### config.mk
export PLATFORM = sky130hd
export DESIGN_NAME = pcs_scale
export DESIGN_NICKNAME = d
export VERILOG_FILES = /design/src/sv/pcs_pkg.sv /design/src/sv/pcs_scale.sv
export SDC_FILE = /design/constraint.sdc
export NUM_CORES = 1
export LEC_CHECK = 0
export BUFFER_PORTS_ARGS = -buffer_cell sky130_fd_sc_hd__buf_2
export CAP_MARGIN = 20
export CORE_MARGIN = 5
export CORE_UTILIZATION = 30
export DETAILED_ROUTE_END_ITERATION = 10
export GPL_ROUTABILITY_DRIVEN = 1
export RECOVER_POWER = 50
export SYNTH_ARGS = -nofsm -noshare
export SYNTH_HDL_FRONTEND = slang
export SYNTH_SLANG_ARGS = --single-unit
### constraint.sdc
create_clock -name vclk -period 12.7
set_clock_uncertainty 0.2 [all_clocks]
set_input_delay 1.905 -clock vclk [all_inputs]
set_output_delay 1.905 -clock vclk [all_outputs]
set_load 0.01 [all_outputs]
### src/sv/pcs_pkg.sv
// shared types and constants of the phase current sense block
`default_nettype none

package pcs_pkg;

  localparam int unsigned SampleBits = 12;
  localparam int unsigned OffW       = SampleBits + 4;
  localparam int unsigned ScaleW     = 24;
  localparam int unsigned CurW       = 32;
  localparam int unsigned ShiftQ     = 12;
  localparam int unsigned CfgAddrW   = 3;
  localparam int unsigned CfgDataW   = ScaleW;
  localparam logic [ScaleW-1:0] ScaleReset = 24'd4096;

  typedef enum logic [CfgAddrW-1:0] {
    CfgChannelMode = 3'd0,
    CfgSignPhaseA  = 3'd1,
    CfgSignPhaseB  = 3'd2,
    CfgSignPhaseC  = 3'd3,
    CfgCurrentScale = 3'd4
  } cfg_idx_e;

  typedef struct packed {
    logic [SampleBits-1:0] sample_a;
    logic [SampleBits-1:0] sample_b;
    logic [SampleBits-1:0] sample_c;
  } in_item_t;

  typedef struct packed {
    logic signed [CurW-1:0] current_a;
    logic signed [CurW-1:0] current_b;
    logic signed [CurW-1:0] current_c;
  } out_item_t;

  typedef logic [2:0][OffW-1:0] offsets_t;

  typedef struct packed {
    logic calibrating;
    logic running;
  } cal_stat_t;

endpackage

`default_nettype wire

### src/sv/pcs_scale.sv
// one phase: offset removal, polarity, scaling and saturation
`default_nettype none

module pcs_scale (
  input  wire [pcs_pkg::SampleBits-1:0] sample_i,
  input  wire [pcs_pkg::OffW-1:0]       offset_i,
  input  wire                           neg_i,
  input  wire [pcs_pkg::ScaleW-1:0]     scale_i,
  output logic signed [pcs_pkg::CurW-1:0] current_o
);

  localparam int unsigned DiffW = pcs_pkg::OffW + 2;
  localparam int unsigned ProdW = DiffW + pcs_pkg::ScaleW + 1;

  logic signed [DiffW-1:0] diff;
  logic signed [DiffW-1:0] diff_s;
  logic signed [ProdW-1:0] prod;
  logic signed [ProdW-1:0] quo;
  logic [ProdW-pcs_pkg::CurW:0] top_bits;

  assign diff   = $signed({2'b00, sample_i, 4'b0000}) - $signed({2'b00, offset_i});
  assign diff_s = neg_i ? -diff : diff;
  assign prod   = diff_s * $signed({1'b0, scale_i});
  // arithmetic shift rounds toward minus infinity
  assign quo    = prod >>> pcs_pkg::ShiftQ;
  assign top_bits = quo[ProdW-1:pcs_pkg::CurW-1];

  always_comb begin
    if ((&top_bits) || !(|top_bits)) begin
      current_o = quo[pcs_pkg::CurW-1:0];
    end else if (quo[ProdW-1]) begin
      current_o = {1'b1, {(pcs_pkg::CurW-1){1'b0}}};
    end else begin
      current_o = {1'b0, {(pcs_pkg::CurW-1){1'b1}}};
    end
  end

endmodule

`default_nettype wire

==> flow_metrics.env, run 1 <==
export IMPL_netlist_area_um2=15300
export IMPL_yosysUniqueCellTypes=66
export IMPL_hold_slack_ns=4.63
export IMPL_endpoint_kind="output pin"
export IMPL_setup_violations=0
export IMPL_syn_instance_count=1836
export IMPL_yosysWarnings=0
export IMPL_start_util_pct=30.4
export IMPL_gp_congestion=0.832
export IMPL_hpwl_um=34200
export IMPL_syn_avg_cell_area_um2=8.35
export IMPL_synth_seq_area_share_pct=0
export IMPL_wl_per_cell_um=15.7
export IMPL_slew_viol_final=0
export IMPL_hold_buffers=0
export IMPL_top_layer="met5"
export IMPL_wl_met3_um=1490
export IMPL_io_buffer_count=85
export IMPL_final_setup_tns_ns=0
export IMPL_drt_iter0_markers=538
export IMPL_cp_start_kind="primary input"
export IMPL_clock_fmax_ghz=0.0807
export IMPL_drive_gt1_share_pct=9.90
export IMPL_stdcell_count=2543
export IMPL_drv_cap=0
export IMPL_drt_total_wl_um=40000
export IMPL_core_area_um2=50400
export IMPL_nets=2427
export IMPL_die_h_um=236
export IMPL_seq_cell_count=0
export IMPL_hold_class="in -> out"
export IMPL_pin_count=85
export IMPL_dpl_cell_count=2536
export IMPL_arrival_ns=10.29
export IMPL_cp_data_required_time_ns=10.60
export IMPL_rows=82
export IMPL_tightestPinTransition_ns=0.676
export IMPL_vias=12100
export IMPL_setup_slack_ns=0.306
export IMPL_antenna_found_initial=3
export IMPL_drt_met1_wl_um=17000
export IMPL_die_w_um=236
export IMPL_fin_crit_ns=12.39
export IMPL_first_pass_iters=7
export IMPL_drc=0
export IMPL_final_hold_viol_count=0
export IMPL_die_area_um2=55700
export IMPL_clockBufferCount=0
export IMPL_outcome="completed"
export IMPL_synth_top_area_share_pct=45.8
export IMPL_yosysTopAreaCell="fa_1"
export IMPL_path_class="in -> out"
export IMPL_fin_crit_sh_pct=97.6
export IMPL_seqCellArea_um2=0
export IMPL_cp_slowest_stage_delay_ns=0.55
export IMPL_cpMaxStageDelayCell="or4b_4"
export IMPL_grt_start_max_net_pins=28
export IMPL_dp_slack_ns=-0.469
export IMPL_cp_common_cell="fa_1"
export IMPL_viasPerCell=4.76
export IMPL_grt_first_pass_wirelength_um=69100
export IMPL_worstPathMaxFanout=25
export IMPL_ant_nets=0
export IMPL_synth_area_leaders="fa_1 (46%), ha_1 (12%), inv_1 (11%)"
export IMPL_slew_headroom_pct=54.3
export IMPL_grt_pass1_vias=13400
export IMPL_wl_met2_um=21100
export IMPL_track_usage_pct=14.8
export IMPL_globalRouteOverflowTotal=0
export IMPL_syn2layout_area_growth_pct=10.2
export IMPL_syn_num_nets=2393
## per-layer routing
| metal | GRT usage, % | vias up |
|---|---|---|
| met5 | 0 | - |
| li1 | - | 5580 |
| met3 | 1.04 | 30 |
| met1 | 19.5 | 6266 |
| met4 | 2.08 | 2 |
| met2 | 27.2 | 236 |
## worst max-delay path, delay by kind of cell
| family | cells | cell delay, ns |
|---|---|---|
| adders and majority gates | 8 | 3.64 |
| and+or+nand+nor | 6 | 2.29 |
| AOI/OAI and AO/OA | 8 | 1.35 |
| buffers and inverters | 9 | 0.90 |
| xor gates and xnor gates | 1 | 0.16 |
## area by class of cell
cell class | instances | area [um^2]
Antenna cell | 3 | 7.51
Fill cell | 5312 | 33500
Inverter | 454 | 1700
Multi-Input combinational cell | 1284 | 13600
Tap cell | 672 | 841
Timing Repair Buffer | 130 | 788
## repair_timing
| item | in CTS | in global routing |
|---|---|---|
| endpoints found under the setup margin | 8 | 20 |
| setup buffers | 1 | 3 |
| pin swaps | 2 | 4 |
| resized for setup | 5 | 50 |
## logic make-up (layout without fill, tap and decap cells)
family	Yosys count	after routing	synth area share, %
mux	1	1	0.0653
compound gates	201	201	8.82
xor+xnor	56	56	3.20
other cells	0	3	0
simple gates	522	522	16.0
buf+inv	552	584	13.6
fa+ha+maj	504	504	58.3
## through the flow
stage               area (um^2)  utilization, %
floorplan                 15300               -
detailed placement        16600            33.0
CTS                       16700            33.1
finish                    16900            33.5
global placement          16600            33.0
global route              16900            33.5
## placed cells by master (no fill, tap or decap), types with 3 or more instances in the layout
cell      count
ha_1        148
nor2b_1       5
a31oi_1       3
and2_1      110
xnor2_2      13
and4_1        5
o21ai_1       5
a21boi_0      8
xor2_2        4
nand3_1      15
o21ai_0      28
a21oi_1      52
inv_1       454
o21a_1        5
buf_2        83
nand2b_1      5
ha_2          5
nand2_1     306
or3_1         6
xor2_1       10
buf_4        40
xnor2_1      28
nand4_1       6
nor2_1       24
o211ai_1      4
buf_6         4
nor3_1        7
diode_2       3
o31ai_1       7
or2_2         4
and3_1       12
a311oi_1      4
a21o_1       29
a21boi_1      8
a211oi_1      6
fa_1        351
## path summary, 6_finish.rpt
check / from / endpoint / depth (start not counted)
setup / recovery: offset_i[4] / current_o[31] / 32
hold / removal: offset_i[3] / current_o[0] / 7
## synth_stat cells (9+ instances only)
cell type and instances:
fa_1 351, and3_1 14, clkbuf_1 83, o31ai_1 9
xor2_1 14, nand2_1 306, a21boi_0 14, nor2_1 25
o21ai_0 33, a21oi_1 54, xnor2_1 42, a21o_1 29
buf_1 12, ha_1 153, nand3_1 16, inv_1 454
and2_1 110
Power of run 1 is not shown: default switching activity piles up to over one toggle a cycle in this logic, so the estimate is an artifact.
==> run 2, diff against run 1 <==
Settings changed: BUFFER_PORTS_ARGS -buffer_cell sky130_fd_sc_hd__buf_2 to unset, DONT_BUFFER_PORTS set to 1.
==> flow_metrics.env, run 2 (same netlist as run 1, synthesis figures left out) <==
export IMPL_fillerInstances=5293
export IMPL_fin_crit_sh_pct=97.4
export IMPL_die_h_um=236
export IMPL_antenna_found_initial=0
export IMPL_final_setup_tns_ns=0
export IMPL_syn2layout_area_growth_pct=6.87
export IMPL_drv_cap=0
export IMPL_pin_count=85
export IMPL_drive_gt1_share_pct=4.71
export IMPL_hpwl_um=34000
export IMPL_arrival_ns=10.26
export IMPL_viasPerCell=4.80
export IMPL_path_class="in -> out"
export IMPL_clockBufferCount=0
export IMPL_globalRouteOverflowTotal=0
export IMPL_hold_class="in -> out"
export IMPL_grt_first_pass_wirelength_um=67800
export IMPL_nets=2342
export IMPL_cp_slowest_stage_delay_ns=0.69
export IMPL_slew_viol_final=0
export IMPL_most_common_layout_cells="inv_1 (454), fa_1 (351), nand2_1 (306), ha_1 (152), and2_1 (110)"
export IMPL_worstPathMaxFanout=14
export IMPL_drt_total_wl_um=40100
export IMPL_slew_headroom_pct=36.4
export IMPL_drc=0
export IMPL_tightestPinTransition_ns=0.954
export IMPL_cpMaxStageDelayCell="or4_1"
export IMPL_endpoint_kind="output pin"
export IMPL_setup_violations=0
export IMPL_io_buffer_count=0
export IMPL_gp_congestion=0.872
export IMPL_fin_crit_ns=12.37
export IMPL_clock_fmax_ghz=0.0809
export IMPL_cp_common_cell="fa_1"
export IMPL_final_hold_viol_count=0
export IMPL_layout_cells_most_common="inv_1"
export IMPL_n_antenna_cell=0
export IMPL_hold_depth=5
export IMPL_drt_iter0_markers=524
export IMPL_vias=11800
export IMPL_rows=82
export IMPL_seq_cell_count=0
export IMPL_start_util_pct=30.4
export IMPL_seqCellArea_um2=0
export IMPL_track_usage_pct=14.6
export IMPL_cp_start_kind="primary input"
export IMPL_first_pass_iters=5
export IMPL_grt_start_max_net_pins=30
export IMPL_outcome="completed"
export IMPL_core_area_um2=50400
export IMPL_grt_pass1_vias=13100
export IMPL_die_w_um=236
export IMPL_die_area_um2=55700
export IMPL_cp_data_required_time_ns=10.60
export IMPL_wl_per_cell_um=16.3
export IMPL_ant_nets=0
[run 2: cell count changes in the layout (fill, tap and decap cells not counted), moves of 3 or more]
cell	change
ha_1	+4
o21ai_1	-3
ha_2	-4
o21ai_0	+3
diode_2	-3
xnor2_2	-3
buf_2	-83
[run 2: path summary, 6_finish.rpt]
check	from	to
worst max-delay path	offset_i[4]	current_o[30]
worst min-delay path	neg_i	current_o[0]
[run 2: repair_timing]
item / CTS / global route
hold buffers: 0 / 0
cloned: 0 / 0
setup buffers: 0 / 3
pin swaps: 0 / 3
gates resized for setup: 3 / 28
setup endpoints to repair: 4 / 15
[run 2: layout make-up]
cell class / count / area (um^2) / share of cell area (%)
Timing Repair Buffer: 45 / 349 / 2.13
Inverter: 454 / 1700 / 10.4
Multi-Input combinational cell: 1284 / 13500 / 82.3
Tap cell: 672 / 841 / 5.13
[run 2: per-stage QoR]
| stage | util (%) | setup WS (ns) | hold slack (ns) | cells | instance area, um^2 |
|---|---|---|---|---|---|
| floorplan | - | 0.213 | 4.08 | 1836 | 15300 |
| global placement | 32.2 | 0.0834 | 4.39 | 2452 | 16200 |
| detailed placement | 32.2 | -0.0171 | 4.41 | 2452 | 16200 |
| CTS | 32.2 | 0.153 | 4.41 | 2452 | 16200 |
| global route | 32.5 | -0.0234 | 4.47 | 2455 | 16400 |
| finish | 32.5 | 0.334 | 4.40 | 2455 | 16400 |
[run 2: per-layer routing]
metal / GRT usage (%) / part of all wire (%) / vias up
met5: 0 / 0 / -
met2: 27.6 / 53 / 224
met4: 2.06 / 1.6 / 0
met1: 18.9 / 42 / 6120
met3: 0.876 / 3.4 / 44
li1: - / - / 5398
[run 2: critical path: cells and delay by family]
kind	cells	cell delay, ns
AOI/OAI and AO/OA	11	2.70
adders and majority gates	8	3.66
buffers and inverters	4	0.31
and+or+nand+nor	5	1.66
Power of run 2 is left out for the same reason.
